File: src/sv/intel_hex_record_writer_defines.svh
// Assertion macros for the Intel HEX record writer.
// Used by the top level; relies on clk and rst_n in the including scope.
`ifndef INTEL_HEX_RECORD_WRITER_DEFINES_SVH
`define INTEL_HEX_RECORD_WRITER_DEFINES_SVH

// Same-cycle implication, disabled during reset
`define IHW_ASSERT_NOW(label, ante, cons, msg) \
    label: assert property (@(posedge clk) disable iff (!rst_n) (ante) |-> (cons)) \
        else $error(msg);

// Next-cycle implication, disabled during reset
`define IHW_ASSERT_NEXT(label, ante, cons, msg) \
    label: assert property (@(posedge clk) disable iff (!rst_n) (ante) |=> (cons)) \
        else $error(msg);

`endif

File: src/sv/ihw_pkg.sv
// Shared types, constants and the control store of the Intel HEX record writer.
// No dependencies.
package ihw_pkg;

    // Bytes per full data record (1..16)
    localparam int RECORD_BYTES = 16;
    localparam int BUF_DEPTH    = 16;
    localparam int BUF_AW       = 4;
    localparam int CNT_W        = 5;
    localparam int STEP_W       = 4;

    // Command codes
    localparam logic [1:0] CMD_APPEND   = 2'd0;
    localparam logic [1:0] CMD_SET_ADDR = 2'd1;
    localparam logic [1:0] CMD_CLOSE    = 2'd2;

    localparam logic [7:0] CHAR_COLON   = 8'h3A;
    localparam logic [7:0] CHAR_NL      = 8'h0A;

    // Fixed program addresses
    localparam logic [STEP_W-1:0] STEP_COLON   = 4'd0;
    localparam logic [STEP_W-1:0] STEP_DATA_HI = 4'd9;
    localparam logic [STEP_W-1:0] STEP_CSUM_HI = 4'd11;

    typedef enum logic [1:0] {
        CH_COLON,
        CH_HI,
        CH_LO,
        CH_NEWLINE
    } char_sel_t;

    typedef enum logic [2:0] {
        BS_COUNT,
        BS_ADDR_HI,
        BS_ADDR_LO,
        BS_TYPE,
        BS_DATA,
        BS_CSUM
    } byte_sel_t;

    typedef enum logic [1:0] {
        CD_NONE,       // fall through
        CD_DATA_DONE,  // jump when all data bytes sent
        CD_DATA_MORE,  // jump while data bytes remain
        CD_REC_END     // end of record: chain end record or stop
    } cond_t;

    typedef struct packed {
        char_sel_t         char_sel;
        byte_sel_t         byte_sel;
        logic              sum_add;
        logic              idx_inc;
        cond_t             cond;
        logic [STEP_W-1:0] target;
    } ctrl_word_t;

    // Buffer write port bundle
    typedef struct packed {
        logic              en;
        logic [BUF_AW-1:0] addr;
        logic [7:0]        data;
    } buf_wr_t;

    // Upper-case hex digit
    function automatic logic [7:0] hex_char(input logic [3:0] nib);
        logic [7:0] ch;
        case (nib)
            4'h0: ch = 8'h30;
            4'h1: ch = 8'h31;
            4'h2: ch = 8'h32;
            4'h3: ch = 8'h33;
            4'h4: ch = 8'h34;
            4'h5: ch = 8'h35;
            4'h6: ch = 8'h36;
            4'h7: ch = 8'h37;
            4'h8: ch = 8'h38;
            4'h9: ch = 8'h39;
            4'hA: ch = 8'h41;
            4'hB: ch = 8'h42;
            4'hC: ch = 8'h43;
            4'hD: ch = 8'h44;
            4'hE: ch = 8'h45;
            default: ch = 8'h46;
        endcase
        return ch;
    endfunction

    // Record program: one character per step
    function automatic ctrl_word_t ctrl_rom(input logic [STEP_W-1:0] step);
        ctrl_word_t w;
        w = '{CH_NEWLINE, BS_COUNT, 1'b0, 1'b0, CD_REC_END, STEP_COLON};
        unique case (step)
            4'd0:  w = '{CH_COLON,   BS_COUNT,   1'b0, 1'b0, CD_NONE,      STEP_COLON};
            4'd1:  w = '{CH_HI,      BS_COUNT,   1'b0, 1'b0, CD_NONE,      STEP_COLON};
            4'd2:  w = '{CH_LO,      BS_COUNT,   1'b1, 1'b0, CD_NONE,      STEP_COLON};
            4'd3:  w = '{CH_HI,      BS_ADDR_HI, 1'b0, 1'b0, CD_NONE,      STEP_COLON};
            4'd4:  w = '{CH_LO,      BS_ADDR_HI, 1'b1, 1'b0, CD_NONE,      STEP_COLON};
            4'd5:  w = '{CH_HI,      BS_ADDR_LO, 1'b0, 1'b0, CD_NONE,      STEP_COLON};
            4'd6:  w = '{CH_LO,      BS_ADDR_LO, 1'b1, 1'b0, CD_NONE,      STEP_COLON};
            4'd7:  w = '{CH_HI,      BS_TYPE,    1'b0, 1'b0, CD_NONE,      STEP_COLON};
            4'd8:  w = '{CH_LO,      BS_TYPE,    1'b1, 1'b0, CD_DATA_DONE, STEP_CSUM_HI};
            4'd9:  w = '{CH_HI,      BS_DATA,    1'b0, 1'b0, CD_NONE,      STEP_COLON};
            4'd10: w = '{CH_LO,      BS_DATA,    1'b1, 1'b1, CD_DATA_MORE, STEP_DATA_HI};
            4'd11: w = '{CH_HI,      BS_CSUM,    1'b0, 1'b0, CD_NONE,      STEP_COLON};
            4'd12: w = '{CH_LO,      BS_CSUM,    1'b0, 1'b0, CD_NONE,      STEP_COLON};
            4'd13: w = '{CH_NEWLINE, BS_COUNT,   1'b0, 1'b0, CD_REC_END,   STEP_COLON};
            default: w = '{CH_NEWLINE, BS_COUNT, 1'b0, 1'b0, CD_REC_END,   STEP_COLON};
        endcase
        return w;
    endfunction

endpackage

File: src/sv/ihw_in_if.sv
// Command channel of the Intel HEX record writer.
// Depends on nothing.
interface ihw_in_if;
    logic        valid;
    logic        ready;
    logic [1:0]  command;
    logic [7:0]  data_byte;
    logic [15:0] load_address;
    logic        emit_enable;

    modport source (output valid, command, data_byte, load_address, emit_enable,
                    input ready);
    modport sink   (input valid, command, data_byte, load_address, emit_enable,
                    output ready);
endinterface

File: src/sv/ihw_out_if.sv
// Character channel of the Intel HEX record writer.
// Depends on nothing.
interface ihw_out_if;
    logic       valid;
    logic       ready;
    logic [7:0] out_char;
    logic       last;

    modport source (output valid, out_char, last, input ready);
    modport sink   (input valid, out_char, last, output ready);
endinterface

File: src/sv/ihw_byte_buf.sv
// Pending data byte store: one write port, one registered read port.
// Depends on ihw_pkg.
module ihw_byte_buf (
    input  logic                       clk,
    input  ihw_pkg::buf_wr_t           wr,
    input  logic [ihw_pkg::BUF_AW-1:0] rd_addr,
    output logic [7:0]                 rd_data
);
    import ihw_pkg::*;

    logic [7:0] mem [BUF_DEPTH];
    logic [7:0] rd_data_reg;

    // Write port
    always_ff @(posedge clk)
    begin
        if (wr.en)
        begin
            mem[wr.addr] <= wr.data;
        end
    end

    // Registered read port
    always_ff @(posedge clk)
    begin
        rd_data_reg <= mem[rd_addr];
    end

    assign rd_data = rd_data_reg;
endmodule

File: src/sv/intel_hex_record_writer.sv
// Intel HEX record writer. Commands arrive one at a time; a command that
// produces no text (append below a full record, address set with nothing
// pending, unknown code) is taken without holding the channel. A command
// that emits a record holds the command channel while a microcoded
// sequencer sends the text at one character per cycle: a record of n data
// bytes is a colon, four header bytes, the data, the checksum and a newline;
// a close with bytes pending sends two records back to back. The character
// output register sets the pace; downstream stalls stretch it.
// Depends on ihw_pkg, ihw_in_if, ihw_out_if, ihw_byte_buf and the defines header.
`include "intel_hex_record_writer_defines.svh"

module intel_hex_record_writer (
    input  logic      clk,
    input  logic      rst_n,
    ihw_in_if.sink    cmd,
    ihw_out_if.source text
);
    import ihw_pkg::*;

    // Sequencer and record state
    logic                busy_reg,     busy_next;
    logic [STEP_W-1:0]   step_reg,     step_next;
    logic [CNT_W-1:0]    idx_reg,      idx_next;
    logic [CNT_W-1:0]    cnt_reg,      cnt_next;
    logic [CNT_W-1:0]    count_reg,    count_next;
    logic [15:0]         addr_reg,     addr_next;
    logic [15:0]         pend_addr_reg, pend_addr_next;
    logic                addr_pend_reg, addr_pend_next;
    logic                end_pend_reg, end_pend_next;
    logic                type_reg,     type_next;
    logic [7:0]          sum_reg,      sum_next;
    logic                out_valid_reg, out_valid_next;
    logic [7:0]          out_char_reg, out_char_next;
    logic                out_last_reg, out_last_next;

    ctrl_word_t          ctrl;
    buf_wr_t             buf_wr;
    logic [7:0]          rd_data;
    logic                accept;
    logic                advance;
    logic [7:0]          sel_byte;
    logic [7:0]          sel_char;
    logic [CNT_W-1:0]    count_inc;

    assign cmd.ready  = !busy_reg;
    assign accept     = cmd.valid && !busy_reg;
    assign advance    = busy_reg && (!out_valid_reg || text.ready);
    assign ctrl       = ctrl_rom(step_reg);
    assign count_inc  = count_reg + CNT_W'(1);

    assign text.valid    = out_valid_reg;
    assign text.out_char = out_char_reg;
    assign text.last     = out_last_reg;

    // Read ahead at the next index so rd_data always holds the current byte
    ihw_byte_buf u_buf (
        .clk     (clk),
        .wr      (buf_wr),
        .rd_addr (idx_next[BUF_AW-1:0]),
        .rd_data (rd_data)
    );

    // Buffer write on an enabled append
    always_comb
    begin
        buf_wr.en   = accept && (cmd.command == CMD_APPEND) && cmd.emit_enable;
        buf_wr.addr = count_reg[BUF_AW-1:0];
        buf_wr.data = cmd.data_byte;
    end

    // Datapath: byte and character select
    always_comb
    begin
        case (ctrl.byte_sel)
            BS_COUNT:   sel_byte = {{(8-CNT_W){1'b0}}, cnt_reg};
            BS_ADDR_HI: sel_byte = addr_reg[15:8];
            BS_ADDR_LO: sel_byte = addr_reg[7:0];
            BS_TYPE:    sel_byte = {7'd0, type_reg};
            BS_DATA:    sel_byte = rd_data;
            default:    sel_byte = 8'd0 - sum_reg;
        endcase
        case (ctrl.char_sel)
            CH_COLON: sel_char = CHAR_COLON;
            CH_HI:    sel_char = hex_char(sel_byte[7:4]);
            CH_LO:    sel_char = hex_char(sel_byte[3:0]);
            default:  sel_char = CHAR_NL;
        endcase
    end

    // Command decode and sequencer next state
    always_comb
    begin
        busy_next      = busy_reg;
        step_next      = step_reg;
        idx_next       = idx_reg;
        cnt_next       = cnt_reg;
        count_next     = count_reg;
        addr_next      = addr_reg;
        pend_addr_next = pend_addr_reg;
        addr_pend_next = addr_pend_reg;
        end_pend_next  = end_pend_reg;
        type_next      = type_reg;
        sum_next       = sum_reg;

        if (accept)
        begin
            case (cmd.command)
                CMD_APPEND:
                begin
                    if (cmd.emit_enable)
                    begin
                        count_next = count_inc;
                        if (count_inc == CNT_W'(RECORD_BYTES))
                        begin
                            busy_next = 1'b1;
                            step_next = STEP_COLON;
                            idx_next  = '0;
                            cnt_next  = count_inc;
                            type_next = 1'b0;
                        end
                    end
                end
                CMD_SET_ADDR:
                begin
                    if (cmd.emit_enable)
                    begin
                        if (count_reg != '0)
                        begin
                            busy_next      = 1'b1;
                            step_next      = STEP_COLON;
                            idx_next       = '0;
                            cnt_next       = count_reg;
                            type_next      = 1'b0;
                            pend_addr_next = cmd.load_address;
                            addr_pend_next = 1'b1;
                        end
                        else
                        begin
                            addr_next = cmd.load_address;
                        end
                    end
                end
                CMD_CLOSE:
                begin
                    busy_next = 1'b1;
                    step_next = STEP_COLON;
                    idx_next  = '0;
                    cnt_next  = count_reg;
                    // Flush first if bytes are pending, then the end record
                    if (count_reg != '0)
                    begin
                        type_next     = 1'b0;
                        end_pend_next = 1'b1;
                    end
                    else
                    begin
                        type_next = 1'b1;
                    end
                end
                default:
                begin
                end
            endcase
        end
        else if (advance)
        begin
            if (ctrl.char_sel == CH_COLON)
            begin
                sum_next = 8'd0;
            end
            else if (ctrl.sum_add)
            begin
                sum_next = sum_reg + sel_byte;
            end
            if (ctrl.idx_inc)
            begin
                idx_next = idx_reg + CNT_W'(1);
            end

            step_next = step_reg + STEP_W'(1);
            case (ctrl.cond)
                CD_DATA_DONE:
                begin
                    if (idx_reg == cnt_reg)
                    begin
                        step_next = ctrl.target;
                    end
                end
                CD_DATA_MORE:
                begin
                    // Index moves on with this step; loop if more remain
                    if ((idx_reg + CNT_W'(1)) != cnt_reg)
                    begin
                        step_next = ctrl.target;
                    end
                end
                CD_REC_END:
                begin
                    // Record done: advance the load address (or take the pending one), drop the buffer
                    count_next     = '0;
                    addr_pend_next = 1'b0;
                    addr_next      = addr_pend_reg ? pend_addr_reg
                                                   : addr_reg + {{(16-CNT_W){1'b0}}, cnt_reg};
                    step_next      = ctrl.target;
                    idx_next       = '0;
                    if (end_pend_reg)
                    begin
                        end_pend_next = 1'b0;
                        type_next     = 1'b1;
                        cnt_next      = '0;
                    end
                    else
                    begin
                        busy_next = 1'b0;
                    end
                end
                default:
                begin
                end
            endcase
        end
    end

    // Output register
    always_comb
    begin
        out_valid_next = out_valid_reg;
        out_char_next  = out_char_reg;
        out_last_next  = out_last_reg;
        if (advance)
        begin
            out_valid_next = 1'b1;
            out_char_next  = sel_char;
            out_last_next  = (ctrl.cond == CD_REC_END) && !end_pend_reg;
        end
        else if (text.ready)
        begin
            out_valid_next = 1'b0;
        end
    end

    // Control registers
    always_ff @(posedge clk or negedge rst_n)
    begin
        if (!rst_n)
        begin
            busy_reg      <= 1'b0;
            step_reg      <= STEP_COLON;
            idx_reg       <= '0;
            cnt_reg       <= '0;
            count_reg     <= '0;
            addr_reg      <= '0;
            addr_pend_reg <= 1'b0;
            end_pend_reg  <= 1'b0;
            type_reg      <= 1'b0;
            sum_reg       <= '0;
            out_valid_reg <= 1'b0;
        end
        else
        begin
            busy_reg      <= busy_next;
            step_reg      <= step_next;
            idx_reg       <= idx_next;
            cnt_reg       <= cnt_next;
            count_reg     <= count_next;
            addr_reg      <= addr_next;
            addr_pend_reg <= addr_pend_next;
            end_pend_reg  <= end_pend_next;
            type_reg      <= type_next;
            sum_reg       <= sum_next;
            out_valid_reg <= out_valid_next;
        end
    end

    // Payload registers
    always_ff @(posedge clk)
    begin
        pend_addr_reg <= pend_addr_next;
        out_char_reg  <= out_char_next;
        out_last_reg  <= out_last_next;
    end

    // Checks
    `IHW_ASSERT_NOW(a_idle_at_start, !busy_reg, step_reg == STEP_COLON, "idle sequencer off step 0")
    `IHW_ASSERT_NOW(a_idx_bound, busy_reg, idx_reg <= cnt_reg, "data index past record count")
    `IHW_ASSERT_NOW(a_last_is_nl, text.valid && text.last, text.out_char == CHAR_NL, "last char not newline")
    `IHW_ASSERT_NEXT(a_close_busy, accept && (cmd.command == CMD_CLOSE), busy_reg, "close did not start a record")

endmodule
File: src/flat_wrapper.sv
// flat-port wrapper written by rule: the top's interface ports become plain ports
module intel_hex_record_writer_flat import ihw_pkg::*;
  (clk, rst_n, cmd_valid, cmd_command, cmd_data_byte, cmd_load_address, cmd_emit_enable, cmd_ready, text_valid, text_out_char, text_last, text_ready);
  ihw_in_if cmd_i ();
  ihw_out_if text_i ();
  input  logic clk;
  input  logic rst_n;
  input wire logic [$bits(cmd_i.valid)-1:0] cmd_valid;
  input wire logic [$bits(cmd_i.command)-1:0] cmd_command;
  input wire logic [$bits(cmd_i.data_byte)-1:0] cmd_data_byte;
  input wire logic [$bits(cmd_i.load_address)-1:0] cmd_load_address;
  input wire logic [$bits(cmd_i.emit_enable)-1:0] cmd_emit_enable;
  output wire logic [$bits(cmd_i.ready)-1:0] cmd_ready;
  output wire logic [$bits(text_i.valid)-1:0] text_valid;
  output wire logic [$bits(text_i.out_char)-1:0] text_out_char;
  output wire logic [$bits(text_i.last)-1:0] text_last;
  input wire logic [$bits(text_i.ready)-1:0] text_ready;
  assign cmd_i.valid = cmd_valid;
  assign cmd_i.command = cmd_command;
  assign cmd_i.data_byte = cmd_data_byte;
  assign cmd_i.load_address = cmd_load_address;
  assign cmd_i.emit_enable = cmd_emit_enable;
  assign cmd_ready = cmd_i.ready;
  assign text_valid = text_i.valid;
  assign text_out_char = text_i.out_char;
  assign text_last = text_i.last;
  assign text_i.ready = text_ready;
  intel_hex_record_writer u_core (.clk(clk), .rst_n(rst_n), .cmd(cmd_i), .text(text_i));
endmodule
File: config.mk
export PLATFORM = sky130hd
export DESIGN_NAME = intel_hex_record_writer_flat
export DESIGN_NICKNAME = d
export VERILOG_FILES = /design/src/sv/ihw_pkg.sv /design/src/sv/ihw_in_if.sv /design/src/sv/ihw_out_if.sv /design/src/sv/ihw_byte_buf.sv /design/src/sv/intel_hex_record_writer.sv /design/src/flat_wrapper.sv
export VERILOG_INCLUDE_DIRS = /design/src /design/src/sv
export SDC_FILE = /design/constraint.sdc
export NUM_CORES = 1
export LEC_CHECK = 0
export ABC_AREA = 0
export BUFFER_PORTS_ARGS = -buffer_cell sky130_fd_sc_hd__clkbuf_2
export CORE_MARGIN = 4
export CORE_UTILIZATION = 56
export CTS_CLUSTER_DIAMETER = 120
export DETAILED_ROUTE_END_ITERATION = 7
export PLACE_DENSITY = 0.76
export SLEW_MARGIN = 25
export SYNTH_ARGS = -nofsm -noshare
export SYNTH_HDL_FRONTEND = slang
export SYNTH_SLANG_ARGS = --single-unit
File: constraint.sdc
create_clock -name clk -period 3.78 [get_ports clk]
set_input_delay 0 -clock clk [delete_from_list [all_inputs] [get_ports clk]]
set_output_delay 0 -clock clk [all_outputs]
set_load 0.005 [all_outputs]
==> impl_metrics.ini, run 1 <==
[synthesis]
synth_top_area_frac = 0.431
synth_enable_flop_cells = 151
ys_async_sr_fraction = 0.232
synthCells = 898
ys_seq_area_frac = 0.560
synth-main-ff-cell = edfxtp_1
netlist_area_um2 = 10500
syn_nets = 961
synth-seq-cells = 207
synth_warnings = 0
yosysTopAreaCell = edfxtp_1
syn_avg_cell_area_um2 = 11.7
synth_cell_types = 78
synth_area_leaders = edfxtp_1 (43%), dfrtp_1 (11%), mux2i_1 (4.3%)

[global_route]
overflow = 0
grt_max_degree = 50
antenna_found_initial = 0
grt_usage = 0.235
grt_pass1_wl_um = 40500
grt_pass1_vias = 7526

[critical_path]
rrSetupSlack_ns = 0.24
endpoint = u_core.sum_reg[7]$_DFFE_PN0P_
crit_top_cell = a21o_1
rr_worst_depth = 17
path_class = register to register
slowest_delay_ns = 0.37
required_ns = 4.18
timing.rr.start = u_core.step_reg[1]$_DFFE_PN0P_
cp_slowest_cell = dfrtp_1
rr_endpoint = u_core.sum_reg[7]$_DFFE_PN0P_
cp.arrival_ns = 3.94
cp-end-kind = register
crit_chain = inv_1 -> ha_4 -> nor2_1 -> o21a_1 -> nor3_1 -> a21oi_1 -> o32ai_1 -> a21oi_1 -> ha_1 -> a21o_1 -> a21oi_2 -> o21bai_1 -> a2111oi_2 -> nor3_1 -> xnor2_1 -> a21o_1 -> a21o_1
cp_max_fo = 8
start_kind = register
crit_start = u_core.step_reg[1]$_DFFE_PN0P_

[pwr]
swShare = 0.374
clock_power_share = 0.237
internal_power_mw = 5.50
p_leak_nw = 4.77
ir_drop_mv = 0.494
p_seq_frac = 0.356
netSwitchingPower_mw = 3.28
p_comb_frac = 0.408
power_density_nw_per_um2 = 719
power_mw = 8.78

[min_path]
min_from = cmd_command[0]
holdCritPathClass = primary input to register

[drt]
ant_nets = 0
drt_first_pass_iters = 7
vias_per_cell = 6.09
drc_errors = 0
wire_per_inst_um = 20.3
first_iter_violations = 647
vias = 7521
finalWirelength_um = 25000

[sta]
timing.hold.ws_ns = 0.0707
fin_skew_ns = 0.0220
tns_ns = 0
slew_headroom = 0.370
hold_violations = 0
min_period_over_period = 0.937
worst_pin_slew_ns = 0.937
setup_viol = 0
rsz0062_at_grt = false
min_period_ns = 3.54
finalMaxSlewViolations = 0
max_freq_mhz = 282

[die]
core_um2 = 18200
initial_utilization = 0.578
die_w_um = 145
row_count = 49
die_area_um2 = 21100
die_y_um = 145
io_pins = 42

[place]
port_buffers = 40
hpwlAfterDp_um = 17000
place_congestion = 0.935

[cts]
clock_path_buffers = 3
cts_buffers = 22
htree_levels = 1
cts-root-buf = clkbuf_16
insertion_delay_ns = 0.52
cts_tree = built
path_clk_slew_ns = 0.06
clock_sinks = 207

[final_layout]
drive_gt1_frac = 0.179
area_delta_synth_final_pct = 16.0
final_cell_mix = edfxtp_1 (151), nand2_1 (69), nor2_1 (51), o21ai_0 (50), dfrtp_1 (47)
mostFrequentLayoutCell = edfxtp_1
fin_nets = 1053
final_util = 0.671
antenna_cells = 0
largest_register_ffs = 128

[status]
status = finished, final reports clean

[run]
cap_viol_max_count = 0
worst min path at each step:
stage                     cells after the start                               end
after CTS                                     4   u_core.end_pend_reg$_DFFE_PN0P_
after global routing                          5    u_core.addr_reg[8]$_DFFE_PN0P_
after floorplan                               0  u_core.addr_pend_reg$_DFFE_PN0P_
after global placement                        2     u_core.sum_reg[4]$_DFFE_PN0P_
final                                         4   u_core.end_pend_reg$_DFFE_PN0P_
after detailed placement                      2     u_core.sum_reg[4]$_DFFE_PN0P_
layer usage:
metal / part of all wire / GRT usage / vias up / routed length [um]
met5: 0 / 0 / - / 0
met4: 0.030 / 0.0722 / 0 / 749
met3: 0.051 / 0.0290 / 55 / 1280
met2: 0.49 / 0.399 / 250 / 12400
met1: 0.42 / 0.320 / 3619 / 10600
li1: - / - / 3597 / -
cell usage after synthesis, types with 4 or more instances:
master	n
nand2_1	69
nor4_1	44
nor3b_1	6
o22ai_1	8
a22oi_1	18
o211ai_1	7
ha_1	30
dfxtp_1	8
xnor2_1	14
nor2_1	52
nor3_1	19
mux2_2	35
and4_1	4
a31oi_1	8
inv_1	33
edfxtp_1	151
o31ai_1	12
dfrtp_1	48
and2_1	19
buf_2	17
nand2b_1	9
nor2b_1	6
a211oi_1	6
mux2i_1	45
o21ai_0	50
xor2_1	15
a21o_1	10
clkbuf_1	20
a21oi_1	31
nand3_1	21
area by class of cell:
type                       instances  area [um2]
sequential                       207        5900
inverter                          37         141
fill                            1328        6000
clock buffer                      28         573
multi-input combinational        611        4340
timing repair buffer             111         841
tap                              229         287
clock inverter                    11         130
what timing repair did:
item / CTS / global route
hold buffers: 28 / 0
hold endpoints to repair: 213 / 0
resized for setup: 0 / 13
setup buffers: 0 / 1
endpoints found under the setup margin: 0 / 2
cells by family after synthesis:
family          synth area share
buf+inv                   0.0333
mux                       0.0802
fa+ha+maj                 0.0394
other cells             0.000356
xor+xnor                  0.0241
flops                      0.560
simple gates               0.132
compound gates             0.131
worst max-delay path: cells and delay by family (launching register included):
family                   cells  cell delay [ns]
AO/OA/AOI/OAI               10             1.88
XOR/XNOR                     1             0.15
adder cells (fa/ha/maj)      2             0.45
buffers and inverters        1             0.18
flip-flops                   1             0.37
AND/OR/NAND/NOR              3             0.38
power by group through the flow:
stage / Clock (mW) / Sequential (mW) / Combinational [mW]
floorplan: 0 / 2.99 / 2.46
detailed placement: 0 / 3.15 / 3.42
finish: 2.08 / 3.12 / 3.58
CTS: 2.11 / 3.11 / 3.47
global route: 2.23 / 3.16 / 3.98
global placement: 0 / 3.15 / 3.35
metrics by stage:
| stage | area (um2) | cells | setup WS (ns) |
|---|---|---|---|
| after floorplan | 10500 | 898 | 0.0651 |
| after global placement | 11200 | 1166 | 0.140 |
| after detailed placement | 11200 | 1166 | 0.0592 |
| after CTS | 12100 | 1233 | 0.0253 |
| after global routing | 12200 | 1234 | 0.00554 |
| final | 12200 | 1234 | 0.237 |
Power figures use the tool's default switching activity.
==> run 2, diff against run 1 <==
==> constraint.sdc (replaced) <==
create_clock -name clk -period 3.78 [get_ports clk]
set_input_delay 0.189 -clock clk [delete_from_list [all_inputs] [get_ports clk]]
set_output_delay 0.189 -clock clk [all_outputs]
set_load 0.005 [all_outputs]
==> impl_metrics.ini, run 2 (synthesis results as in run 1) <==
[status]
status = finished, final reports clean

[min_path]
min_from = text_ready
min_to = u_core.text.valid$_DFFE_PN0P_
hold_depth = 3
holdCritPathClass = primary input to register

[drt]
drc_errors = 0
finalWirelength_um = 24800
wire_per_inst_um = 20.3
ant_nets = 0
vias_per_cell = 6.12
first_iter_violations = 608
vias = 7486
drt_first_pass_iters = 5

[sta]
slew_headroom = 0.375
finalMaxSlewViolations = 0
hold_violations = 0
max_freq_mhz = 281
final.setup.worst_slack_ns = 0.220
timing.hold.ws_ns = 0.0279
worst_pin_slew_ns = 0.930
min_period_over_period = 0.942
min_period_ns = 3.56
setup_viol = 0
fin_skew_ns = 0.0237

[pwr]
power_density_nw_per_um2 = 728
power_mw = 8.85
ir_drop_mv = 0.478
p_leak_nw = 4.76

[critical_path]
cp-end-kind = register
cp_slowest_cell = a2111oi_1
start_kind = register
rrSetupSlack_ns = 0.22
timing.rr.start = u_core.step_reg[0]$_DFFE_PN0P_
required_ns = 4.18
rr_worst_depth = 16
cp_max_fo = 6
rr_endpoint = u_core.sum_reg[7]$_DFFE_PN0P_
path_class = register to register
cp.arrival_ns = 3.96
crit_top_cell = a21o_1
crit_chain = inv_1 -> ha_4 -> nand2b_1 -> o211ai_1 -> nand2_1 -> buf_4 -> a21o_1 -> a41oi_2 -> ha_1 -> a21oi_2 -> o21bai_1 -> a2111oi_1 -> nor3_1 -> xnor2_1 -> a21o_1 -> a21o_1
slowest_delay_ns = 0.44

[global_route]
grt_max_degree = 50
overflow = 0
grt_usage = 0.233
grt_pass1_vias = 7366
grt_pass1_wl_um = 39700
antenna_found_initial = 0

[die]
core_um2 = 18200
die_y_um = 145
die_area_um2 = 21100
row_count = 49
die_w_um = 145
io_pins = 42
initial_utilization = 0.578

[place]
numPlacedInstances = 1166
place_congestion = 0.946
hpwlAfterDp_um = 17200
port_buffers = 40
post-place-ws_ns = 0.108
place_area_um2 = 11200

[cts]
htree_levels = 1
clock_path_buffers = 3
cts_tree = built
insertion_delay_ns = 0.52
cts-root-buf = clkbuf_16
cts_buffers = 22
path_clk_slew_ns = 0.06
clock_sinks = 207

[final_layout]
antenna_cells = 0
n_fill_cell = 1370
final_area_um2 = 12200
mostFrequentLayoutCell = edfxtp_1
fin_nets = 1042
area_delta_synth_final_pct = 15.5
largest_register_ffs = 128
final_cell_mix = edfxtp_1 (151), nand2_1 (69), nor2_1 (51), o21ai_0 (50), dfrtp_1 (47)
drive_gt1_frac = 0.186
final_cell_count_no_fill = 1224

[run]
cap_viol_max_count = 0
-- run 2: critical path: cells and delay by family (launching register included) --
family                     cells  cell delay (ns)
and+or+nand+nor                3             0.36
xor gates and xnor gates       1             0.16
buffers and inverters          2             0.28
adders and majority gates      2             0.63
DFF                            1             0.35
AOI/OAI and AO/OA              8             1.68
-- run 2: final cells by class --
type / instances / area [um2] / share of cell area
clock inverter: 8 / 68.8 / 0.00566
clock buffer: 32 / 703 / 0.0578
multi-input combinational: 611 / 4330 / 0.356
sequential: 207 / 5900 / 0.485
inverter: 37 / 141 / 0.0116
timing repair buffer: 100 / 731 / 0.0601
tap: 229 / 287 / 0.0236
-- run 2: repair_timing --
| item | 4_1_cts | 5_1_grt |
|---|---|---|
| hold endpoints to repair | 36 | 0 |
| hold buffers | 17 | 0 |
| setup endpoints to repair | 0 | 2 |
| gates resized for setup | 0 | 12 |
| buffers inserted | 0 | 1 |
-- run 2: worst max path at each step --
stage                     depth (start not counted)                            from                            end
after CTS                                        18  u_core.step_reg[1]$_DFFE_PN0P_  u_core.sum_reg[7]$_DFFE_PN0P_
after floorplan                                  17  u_core.step_reg[0]$_DFFE_PN0P_  u_core.sum_reg[7]$_DFFE_PN0P_
after detailed placement                         18  u_core.step_reg[1]$_DFFE_PN0P_  u_core.sum_reg[7]$_DFFE_PN0P_
after global placement                           17  u_core.step_reg[1]$_DFFE_PN0P_  u_core.sum_reg[7]$_DFFE_PN0P_
final                                            16  u_core.step_reg[0]$_DFFE_PN0P_  u_core.sum_reg[7]$_DFFE_PN0P_
after global routing                             18  u_core.step_reg[0]$_DFFE_PN0P_  u_core.sum_reg[7]$_DFFE_PN0P_
-- run 2: metrics by stage --
step           setup TNS (ns)  utilization
6_report                    0        0.668
2_1_floorplan               0            -
4_1_cts                     0        0.665
5_1_grt               -0.0118        0.668
3_3_place_gp                0        0.613
3_5_place_dp                0        0.613
-- run 2: power breakdown --
part / total (mW) / leakage, nW / internal (mW) / switching [mW]
clock: 2.21 / 0.381 / 1.31 / 0.901
sequential: 3.12 / 2.04 / 2.74 / 0.374
combinational: 3.53 / 2.34 / 1.52 / 2.01
total: 8.85 / 4.76 / 5.57 / 3.29
-- run 2: routing by layer --
layer	GRT usage	vias to the layer above	part of all wire
met5	0	-	0
met2	0.400	233	0.50
met4	0.0689	0	0.027
li1	-	3573	-
met3	0.0387	48	0.053
met1	0.308	3632	0.42
==> run 3, diff against run 2 <==
ABC_AREA = 1   (was 0)
SYNTH_HIERARCHICAL = 1   (was not set)
==> impl_metrics.ini, run 3 <==
[critical_path]
rr_endpoint = u_core/sum_reg[6]$_DFFE_PN0P_
rrSetupSlack_ns = 0.35
cp_max_fo = 11
start_kind = register
timing.rr.start = u_core/step_reg[0]$_DFFE_PN0P_
cp-end-kind = register
cp.arrival_ns = 3.82
path_class = register to register
endpoint = u_core/sum_reg[6]$_DFFE_PN0P_
crit_start = u_core/step_reg[0]$_DFFE_PN0P_
required_ns = 4.17
rr_worst_depth = 20

[min_path]
min_from = cmd_emit_enable
holdCritPathClass = primary input to register

[synthesis]
synth_area_leaders = edfxtp_1 (41%), nand2_1 (12%), dfrtp_1 (11%)
synth_top_area_frac = 0.407
synth_xor_area_frac = 0.0212
synth_fa_ha_area_frac = 0.0351
synthCells = 1281
ys_async_sr_fraction = 0.232
syn_avg_cell_area_um2 = 8.69
yosysTopAreaCell = edfxtp_1
netlist_area_um2 = 11100
synth-simple-area-share = 0.253
synth_warnings = 6
ys_top_cells_by_count = nand2_1 (361), inv_1 (180), nand3_1 (161)
syn_nets = 1342
synth_cell_types = 48
muxShareOfSynthArea = 0
synth_top_family_by_area = simple AND/OR/NAND/NOR gates
ys_seq_area_frac = 0.529
synth-main-ff-cell = edfxtp_1
synth_enable_flop_cells = 151
yosysMostFrequentCell = nand2_1
synth_compound_area_frac = 0.0689
synth-seq-cells = 207

[drt]
first_iter_violations = 774
wire_per_inst_um = 16.0
vias = 8746
drt_first_pass_iters = 5
vias_per_cell = 5.40
finalWirelength_um = 26000
ant_nets = 0
drc_errors = 0

[die]
row_count = 51
die_area_um2 = 22200
initial_utilization = 0.570
io_pins = 42
core_um2 = 19500
die_y_um = 149
die_w_um = 149

[cts]
clock_sinks = 207
cts_tree = built
insertion_delay_ns = 0.52
cts-root-buf = clkbuf_16
path_clk_slew_ns = 0.06
htree_levels = 1
clock_path_buffers = 3
cts_buffers = 23

[global_route]
grt_max_degree = 65
grt_pass1_wl_um = 42300
grt_pass1_vias = 8170
antenna_found_initial = 0
grt_usage = 0.239
overflow = 0

[sta]
max_freq_mhz = 291
min_period_ns = 3.43
hold_violations = 0
finalMaxSlewViolations = 0
slew_headroom = 0.447
rsz0062_at_grt = false
tns_ns = 0
min_period_over_period = 0.908
fin_skew_ns = 0.0117
worst_pin_slew_ns = 0.826
setup_viol = 0

[place]
hpwlAfterDp_um = 17600
port_buffers = 40
place_congestion = 0.928

[pwr]
power_mw = 9.42
p_leak_nw = 5.66
ir_drop_mv = 0.411
power_density_nw_per_um2 = 758

[final_layout]
area_delta_synth_final_pct = 11.6
multi_input_area_um2 = 4240
final_cell_mix = nand2_1 (361), inv_1 (180), nand3_1 (161), edfxtp_1 (151), nor2_1 (71)
n_fill_cell = 1621
fin_nets = 1399
seqCellArea_um2 = 5900
antenna_cells = 0
drive_gt1_frac = 0.103
largest_register_ffs = 128
mostFrequentLayoutCell = nand2_1

[status]
status = finished, final reports clean

[run]
cap_viol_max_count = 0
==> run 3: cell types whose count changed after synthesis, moves of 11 or more <==
cell      previous run  this run
mux2_2              35         0
mux2i_1             45         0
clkbuf_1            20         8
o31ai_1             12         1
and2_1              19         1
nand2_1             69       361
nor4_1              44         0
nor2_1              52        71
nand3_1             21       161
inv_1               33       180
a22oi_1             18         0
==> run 3: cell families after synthesis <==
family,after synthesis
fa+ha+maj,30
flops,207
simple gates,644
compound gates,136
buf+inv,236
xor+xnor,27
other cells,1
==> run 3: layer usage <==
layer / global-route usage / vias up / part of all wire
met5: 0 / - / 0
met4: 0.0618 / 0 / 0.019
met3: 0.0210 / 38 / 0.080
met2: 0.377 / 357 / 0.46
met1: 0.360 / 4045 / 0.45
li1: - / 4306 / -
==> run 3: worst min path at each step <==
stage	to	slack [ns]	depth (start not counted)
after CTS	u_core/count_reg[3]$_DFFE_PN0P_	0.04	3
after detailed placement	u_core/sum_reg[5]$_DFFE_PN0P_	0.35	2
after global routing	u_core/count_reg[3]$_DFFE_PN0P_	0.08	3
final	u_core/count_reg[3]$_DFFE_PN0P_	0.06	3
after global placement	u_core/sum_reg[5]$_DFFE_PN0P_	0.35	2
after floorplan	u_core/addr_pend_reg$_DFFE_PN0P_	-0.11	0
==> run 3: final cells by class <==
cell class	count	area share
flip-flops and latches	207	0.474
multi-input cells	838	0.341
inverters	196	0.0600
clock buffers	31	0.0503
repair buffers	72	0.0401
well taps	265	0.0267
clock inverters	11	0.00745
==> run 3: power breakdown <==
| part | switching [mW] | internal, mW | total, mW | leakage [nW] |
|---|---|---|---|---|
| logic | 2.85 | 1.40 | 4.24 | 3.29 |
| registers | 0.322 | 2.74 | 3.07 | 2.02 |
| clock network | 0.880 | 1.23 | 2.12 | 0.351 |
==> run 3: critical path: stages, from the launching register on <==
cell and delay [ns]:
dfrtp_1 0.36, inv_1 0.13, ha_1 0.39, nand2_1 0.07, nand3_1 0.15, nand2_2 0.20
nor2_4 0.21, nand3_1 0.08, nand3_1 0.11, o21ai_2 0.09, inv_1 0.08, ha_1 0.16
inv_1 0.05, fa_1 0.39, o21ai_0 0.20, a21oi_1 0.12, nor2_1 0.10, nor2_1 0.04
o21bai_1 0.14, xnor2_1 0.13, o22ai_1 0.08
==> run 3: metrics by stage <==
step	instance area (um2)	std cells	hold WS, ns	utilization	setup slack, ns
4_1_cts	12400	1618	0.0389	0.636	0.326
3_3_place_gp	11500	1558	0.346	0.590	0.406
2_1_floorplan	11100	1281	-0.107	-	0.621
3_5_place_dp	11500	1558	0.352	0.590	0.342
6_report	12400	1620	0.0599	0.637	0.347
5_1_grt	12400	1620	0.0764	0.637	0.0163
==> run 3: timing repair <==
| action | 4_1_cts | 5_1_grt |
|---|---|---|
| hold endpoints to repair | 72 | 0 |
| endpoints found under the setup margin | 0 | 1 |
| buffers inserted | 0 | 2 |
| resized for setup | 0 | 1 |
| hold buffers | 18 | 0 |
